**src/rtl/core/kcu_pkg.sv**
```systemverilog
`default_nettype none
package kcu_pkg;

  localparam int StateDim = 7;
  localparam int MeasDim  = 9;
  localparam int WordBits = 32;
  localparam int FracBits = 24;

  typedef enum logic [1:0] {
    FUNC_GAIN = 2'd0,
    FUNC_JAC  = 2'd1,
    FUNC_COV  = 2'd2,
    FUNC_CALC = 2'd3
  } func_e;

  typedef struct packed {
    logic [1:0]  func;
    logic [3:0]  row;
    logic [3:0]  col;
    logic [31:0] value;
  } req_t;

endpackage
`default_nettype wire

```
**src/rtl/core/kcu_front.sv**
```systemverilog
`default_nettype none
// Accepts requests, drops loads that fall outside their matrix, and queues
// the rest for the back end.
module kcu_front #(
  parameter int QDepth   = 4
) (
  input  wire logic           clk_i,
  input  wire logic           rst_ni,
  input  wire logic           start_i,
  input  wire logic [1:0]     func_i,
  input  wire logic [3:0]     row_i,
  input  wire logic [3:0]     col_i,
  input  wire logic [31:0]    elem_value_i,
  output logic                busy_o,
  output logic                q_valid_o,
  output kcu_pkg::req_t       q_req_o,
  input  wire logic           q_pop_i
);
  localparam int StateDim = kcu_pkg::StateDim;
  localparam int MeasDim  = kcu_pkg::MeasDim;
  localparam int PtrW = $clog2(QDepth);

  kcu_pkg::req_t         mem_q [QDepth];
  logic [PtrW-1:0]       wptr_q, rptr_q;
  logic [PtrW:0]         cnt_q;
  logic                  calc_pend_q;
  logic                  acc, keep, push, pop;
  logic [1:0]            f;

  assign f = func_i;
  always_comb begin
    case (kcu_pkg::func_e'(f))
      kcu_pkg::FUNC_GAIN: keep = 32'(row_i) < StateDim && 32'(col_i) < MeasDim;
      kcu_pkg::FUNC_JAC:  keep = 32'(row_i) < MeasDim && 32'(col_i) < StateDim;
      kcu_pkg::FUNC_COV:  keep = 32'(row_i) < StateDim && 32'(col_i) < StateDim;
      default:            keep = 1'b1;
    endcase
  end

  // A compute request blocks new requests until the back end has taken it,
  // so at most one compute request waits in the queue.
  assign busy_o    = (cnt_q == (PtrW+1)'(QDepth)) || calc_pend_q;
  assign acc       = start_i && !busy_o;
  assign push      = acc && keep;
  assign pop       = q_pop_i && q_valid_o;
  assign q_valid_o = cnt_q != '0;
  assign q_req_o   = mem_q[rptr_q];

  always_ff @(posedge clk_i) begin
    if (push) mem_q[wptr_q] <= '{func: func_i, row: row_i, col: col_i, value: elem_value_i};
  end

  always_ff @(posedge clk_i or negedge rst_ni) begin
    if (!rst_ni) begin
      wptr_q <= '0;
      rptr_q <= '0;
      cnt_q  <= '0;
      calc_pend_q <= 1'b0;
    end else begin
      if (push) wptr_q <= wptr_q + 1'b1;
      if (pop)  rptr_q <= rptr_q + 1'b1;
      cnt_q <= cnt_q + (PtrW+1)'(push) - (PtrW+1)'(pop);
      if (push && kcu_pkg::func_e'(func_i) == kcu_pkg::FUNC_CALC) calc_pend_q <= 1'b1;
      else if (pop && kcu_pkg::func_e'(q_req_o.func) == kcu_pkg::FUNC_CALC)
        calc_pend_q <= 1'b0;
    end
  end

  a_no_overflow: assert property (@(posedge clk_i) disable iff (!rst_ni)
    cnt_q <= (PtrW+1)'(QDepth)) else $error("queue overflow");
  a_pop_valid: assert property (@(posedge clk_i) disable iff (!rst_ni)
    cnt_q == '0 |-> !pop) else $error("pop of empty queue");
  a_busy_full: assert property (@(posedge clk_i) disable iff (!rst_ni)
    cnt_q == (PtrW+1)'(QDepth) |-> busy_o) else $error("full queue not busy");
endmodule
`default_nettype wire

```
**config.mk**
```make
export PLATFORM = sky130hd
export DESIGN_NAME = kcu_front
export DESIGN_NICKNAME = d
export VERILOG_FILES = /design/src/rtl/core/kcu_pkg.sv /design/src/rtl/core/kcu_front.sv
export SDC_FILE = /design/constraint.sdc
export NUM_CORES = 1
export LEC_CHECK = 0
export BUFFER_PORTS_ARGS = -buffer_cell sky130_fd_sc_hd__buf_2
export CAP_MARGIN = 15
export CORE_ASPECT_RATIO = 0.75
export CORE_MARGIN = 3
export CORE_UTILIZATION = 25
export DETAILED_ROUTE_END_ITERATION = 16
export PLACE_DENSITY_LB_ADDON = 0.2
export SETUP_SLACK_MARGIN = 0.1
export SLEW_MARGIN = 20
export SYNTH_ARGS = -nofsm -noshare
export SYNTH_HDL_FRONTEND = slang
export SYNTH_SLANG_ARGS = --single-unit
```
**constraint.sdc**
```tcl
create_clock -name clk_i -period 6.6 [get_ports clk_i]
set_input_delay 0.33 -clock clk_i [delete_from_list [all_inputs] [get_ports clk_i]]
set_output_delay 0.33 -clock clk_i [all_outputs]
set_load 0.1 [all_outputs]
```
==> flow_metrics.tcl, run 1 <==
set metrics [dict create \
    status "finished, final reports clean" \
    dpl.cell_count 712 \
    startpoint_type "flop" \
    rsz0062_at_grt "false" \
    syn_to_final_growth_pct 21.47 \
    fmax_mhz 356.4 \
    multiInputGateArea_um2 1384 \
    synth-seq-cells 176 \
    core-area_um2 26160 \
    required_ns 6.27 \
    place_congestion 0.7131 \
    wl_met2_um 6491 \
    place_hpwl_um 8925 \
    fin_cells 744 \
    die_x_um 194.8 \
    root_buffer "clkbuf_16" \
    antenna_found_initial 2 \
    crit_fanout 44 \
    tightest_slew_ns 0.9191 \
    start_util_pct 25.55 \
    fin_skew_ns 0.01707 \
    ys_warn_count 0 \
    grt_use_total_pct 10.30 \
    cts-resized-gates 0 \
    yosys.cell_types.count 38 \
    wl_um 14260 \
    cts_buffers 17 \
    hold_start "elem_value_i[15]" \
    hold_path_class "input port to flop" \
    overflow 0 \
    final_cell_mix "edfxtp_1 (168), buf_2 (89), mux4_2 (42)" \
    wl_met3_um 571 \
    vias 3089 \
    insertion_delay_ns 0.43 \
    fin_crit_ns 2.806 \
    dieHeight_um 147.6 \
    synth_ff_type "edfxtp_1" \
    synth_area_um2 6685 \
    synth_edf_count 168 \
    grt_pass1_wl_um 21870 \
    grt_max_degree 45 \
    cap_violations 0 \
    ff_latch_area_um2 5250 \
    final_core_util_pct 31.04 \
    ant_nets 0 \
    tns_ns 0 \
    syn_avg_cell_area_um2 23.46 \
    critical_path.cell_chain "mux4_2 -> buf_2" \
    m1WireLength_um 7010 \
    syn_inst 285 \
    hold_violations 0 \
    synthArstFlopShare_pct 4.545 \
    period_share_pct 42.51 \
    syn_nets 338 \
    first_iter_violations 252 \
    firstDrtPassIters 4 \
    clock_sinks 176 \
    endpoint_kind "output port" \
    port_buffers 89 \
    slew-limit-headroom_pct 38.73 \
    critical_path_class "flop to output port" \
    io_pins 90 \
    fin_area_um2 8120 \
    drc 0 \
    cp_num_buf_inv 1 \
    clk_pin_slew_ns 0.07 \
    htree_levels 4 \
    ys_seq_area_share_pct 78.46 \
    clock_path_buffers 2 \
    cpPeakStageDelay_ns 1.04 \
    final_nets 441 \
    wire_per_inst_um 19.16 \
    grt_pass1_vias 3469 \
    placed_cell_area_um2 7566 \
    viasPerCell 4.152 \
    cp_slowest_cell "dfrtp_4" \
    final-setup-viol-count 0 \
    die-area_um2 28760 \
    arrival_ns 2.48 \
    final_common_cell "edfxtp_1" \
    routed.top_layer "met5" \
    slew_violations 0 \
    fp-row-count 51 \
    crit_start "rptr_q[0]" \
    path_delay_family "flip-flops" \
    fill_cells 2550 \
    cts_tree "yes" \
    diodes 0 \
    reg2reg_from "cnt_q[2]" \
    drive_gt1_share_pct 44.75 \
]
metal layers:
layer | track usage [%] | up-vias
li1 | - | 1396
met1 | 14.39 | 1608
met5 | 0 | -
met4 | 3.349 | 4
met2 | 15.45 | 66
met3 | 3.190 | 15
cell usage after synthesis, types with 2 or more instances:
master    count  share of area [%]
ha_1          6                1.1
inv_1         5               0.28
dfrtp_1       8                3.0
buf_4         4               0.45
edfxtp_1    168                 75
buf_2         3               0.22
nand2_1       8               0.45
xnor2_1       3               0.39
mux4_2       42                 14
nor2_1        6               0.34
nand2b_1      2               0.19
clkbuf_1      3               0.17
a31oi_1       2               0.19
layout make-up:
class	count	area share [%]
timing repair buffer	95	6.071
multi-input combinational	93	17.04
clock inverter	12	1.371
tap	344	5.300
sequential	176	64.65
inverter	5	0.2311
clock buffer	19	5.331
kinds of logic (layout without fill, tap and decap cells):
kind of cell    count (synthesis)  count (layout)  synth area share [%]
flops                         176             176                 78.46
mux                            43              43                 14.32
simple gates                   26              26                 2.321
buf+inv                        16             131                 1.291
compound gates                 13              13                 1.666
fa+ha+maj                       7               7                 1.422
xor+xnor                        4               4                0.5241
final timing paths:
path | end | slack, ns | depth (start not counted)
max | q_req_o[41] | 3.79 | 2
min | mem_q[2][15] | 0.11 | 1
max reg2reg | mem_q[0][39] | 4.26 | 5
min reg2reg | calc_pend_q | 0.52 | 1
max in group asynchronous | rptr_q[0] | 6.08 | 2
min in group asynchronous | cnt_q[0] | 0.31 | 2
repair_timing:
action	CTS	global route
hold endpoints to repair	8	0
setup buffers	0	0
hold buffers	1	0
state kept, by name, indices dropped and copies added, names as in the netlist:
signal,count
calc_pend_q,1
rptr_q,2
cnt_q,3
mem_q,168
wptr_q,2
through the flow:
step	setup WS (ns)	hold WS [ns]
4_1_cts	3.691	0.1018
2_1_floorplan	3.447	0.03441
3_3_place_gp	3.658	0.2031
5_1_grt	3.594	0.1004
3_5_place_dp	3.627	0.2044
6_report	3.794	0.1148
Power of run 1 is left out: the tool's default activity adds up to more than one toggle a clock period on the data nets, which glitch-free logic cannot reach.
==> run 2: changes to the inputs <==
==> constraint.sdc (replaced) <==
create_clock -name clk_i -period 2.7 [get_ports clk_i]
set_input_delay 0.135 -clock clk_i [delete_from_list [all_inputs] [get_ports clk_i]]
set_output_delay 0.135 -clock clk_i [all_outputs]
set_load 0.1 [all_outputs]
==> flow_metrics.tcl, run 2 (synthesis gave the netlist of run 1 again) <==
set metrics [dict create \
    status "finished, final reports clean" \
    io_pins 90 \
    tightest_slew_ns 0.5257 \
    overflow 0 \
    largest_reg_flops 168 \
    crit_fanout 6 \
    cts_tree "yes" \
    dieHeight_um 147.6 \
    clock_sinks 176 \
    cap_violations 0 \
    slew_violations 0 \
    fin_crit_ns 2.442 \
    first_iter_violations 153 \
    final_common_cell "edfxtp_1" \
    required_ns 3.04 \
    insertion_delay_ns 0.42 \
    ff2ff_path_depth 8 \
    fill_cells 2540 \
    slew-limit-headroom_pct 65.19 \
    ff_latch_area_um2 5250 \
    drc 0 \
    endpoint_kind "flop" \
    diodes 0 \
    final_nets 489 \
    fmax_mhz 409.5 \
    die-area_um2 28760 \
    grt_pass1_vias 3695 \
    place_congestion 0.7080 \
    tns_ns 0 \
    antenna_found_initial 0 \
    grt_use_total_pct 10.51 \
    core-area_um2 26160 \
    multiInputGateArea_um2 1389 \
    grt_max_degree 36 \
    wire_per_inst_um 17.98 \
    grt_pass1_wl_um 22460 \
    rsz0062_at_grt "false" \
    fin_skew_ns 0.008574 \
    regMostFlops "mem_q" \
    timing.rr.end "cnt_q[2]" \
    fin_area_um2 8678 \
    final_cell_mix "edfxtp_1 (168), buf_2 (89), mux4_2 (42), dlygate4sd3_1 (42), clkbuf_16 (17)" \
    startpoint_type "input port" \
    die_x_um 194.8 \
    arrival_ns 2.78 \
    reg2reg_from "cnt_q[1]" \
    vias 3344 \
    fp-row-count 51 \
    wl_um 14260 \
    place_hpwl_um 8785 \
    largest_registers "mem_q (168), cnt_q (3)" \
    htree_levels 4 \
    viasPerCell 4.217 \
    start_util_pct 25.55 \
    placed_cell_area_um2 7644 \
    r2r_setup_slack_ns 0.44 \
    final-setup-viol-count 0 \
    dpl.cell_count 719 \
    clk_pin_slew_ns 0.06 \
    ant_nets 0 \
    hold_path_class "input port to flop" \
    post_cts_buffers 0 \
    port_buffers 89 \
    crit_start "col_i[2]" \
    pre_cts_ws_ns 0.3158 \
    cts_buffers 17 \
    clock_path_buffers 2 \
    setup.worst_path.end "cnt_q[2]" \
    setup_ws_ns 0.2582 \
    drive_gt1_share_pct 42.09 \
    root_buffer "clkbuf_16" \
    period_share_pct 90.44 \
    fin_cells 793 \
    critical_path_class "input port to flop" \
    firstDrtPassIters 5 \
    syn_to_final_growth_pct 29.81 \
    hold_violations 0 \
]
run 2: cell types whose count changed in the layout (fill, tap and decap cells not counted):
cell	previous run	this run
buf_12	0	2
buf_4	5	10
bufinv_16	1	3
clkbuf_1	2	1
clkinv_2	3	2
dlygate4sd3_1	1	42
inv_6	3	2
inv_8	0	2
o31ai_1	1	0
o31ai_2	1	2
run 2: per-stage QoR:
step,utilization [%],hold WS [ns]
after floorplan,-,-0.1606
after global placement,29.22,-0.01199
after detailed placement,29.22,-0.01061
after CTS,33.15,0.02010
after global routing,33.17,0.04126
final,33.17,0.04489
run 2: worst min-delay path by stage:
stage | from | endpoint | depth (start not counted)
6_report | q_pop_i | rptr_q[0] | 3
4_1_cts | q_pop_i | rptr_q[0] | 3
3_3_place_gp | rst_ni | cnt_q[2] | 1
5_1_grt | q_pop_i | rptr_q[0] | 3
3_5_place_dp | rst_ni | cnt_q[1] | 1
2_1_floorplan | rst_ni | calc_pend_q | 0
run 2: what timing repair did:
action | in CTS | in global routing
endpoints found under the hold margin | 169 | 0
setup endpoints to repair | 0 | 1
resized for setup | 0 | 1
hold buffers | 42 | 0
run 2: cell type report:
class / count / area share [%]
clock buffers: 18 / 4.945
clock inverters: 14 / 2.076
inverters: 5 / 0.2163
multi-input cells: 93 / 16.00
flip-flops and latches: 176 / 60.50
well taps: 344 / 4.960
repair buffers: 143 / 11.30
run 2: worst max-delay path, stage by stage:
cell,delay (ns)
dlygate4sd3_1,0.52
buf_2,0.16
o31ai_2,0.29
a21o_1,0.22
a21oi_1,0.10
nand2b_1,0.16
ha_1,0.28
inv_1,0.04
ha_1,0.18
fa_1,0.38
xnor2_1,0.18
xnor2_1,0.14
run 2: layer usage:
| metal | vias to the layer above | global-route usage (%) | routed length (um) |
|---|---|---|---|
| met5 | - | 0 | 0 |
| met4 | 0 | 3.527 | 143 |
| met3 | 11 | 3.076 | 624 |
| met2 | 79 | 16.20 | 6670 |
| met1 | 1759 | 14.37 | 6823 |
| li1 | 1495 | - | - |
Power of run 2 is left out for the same reason.
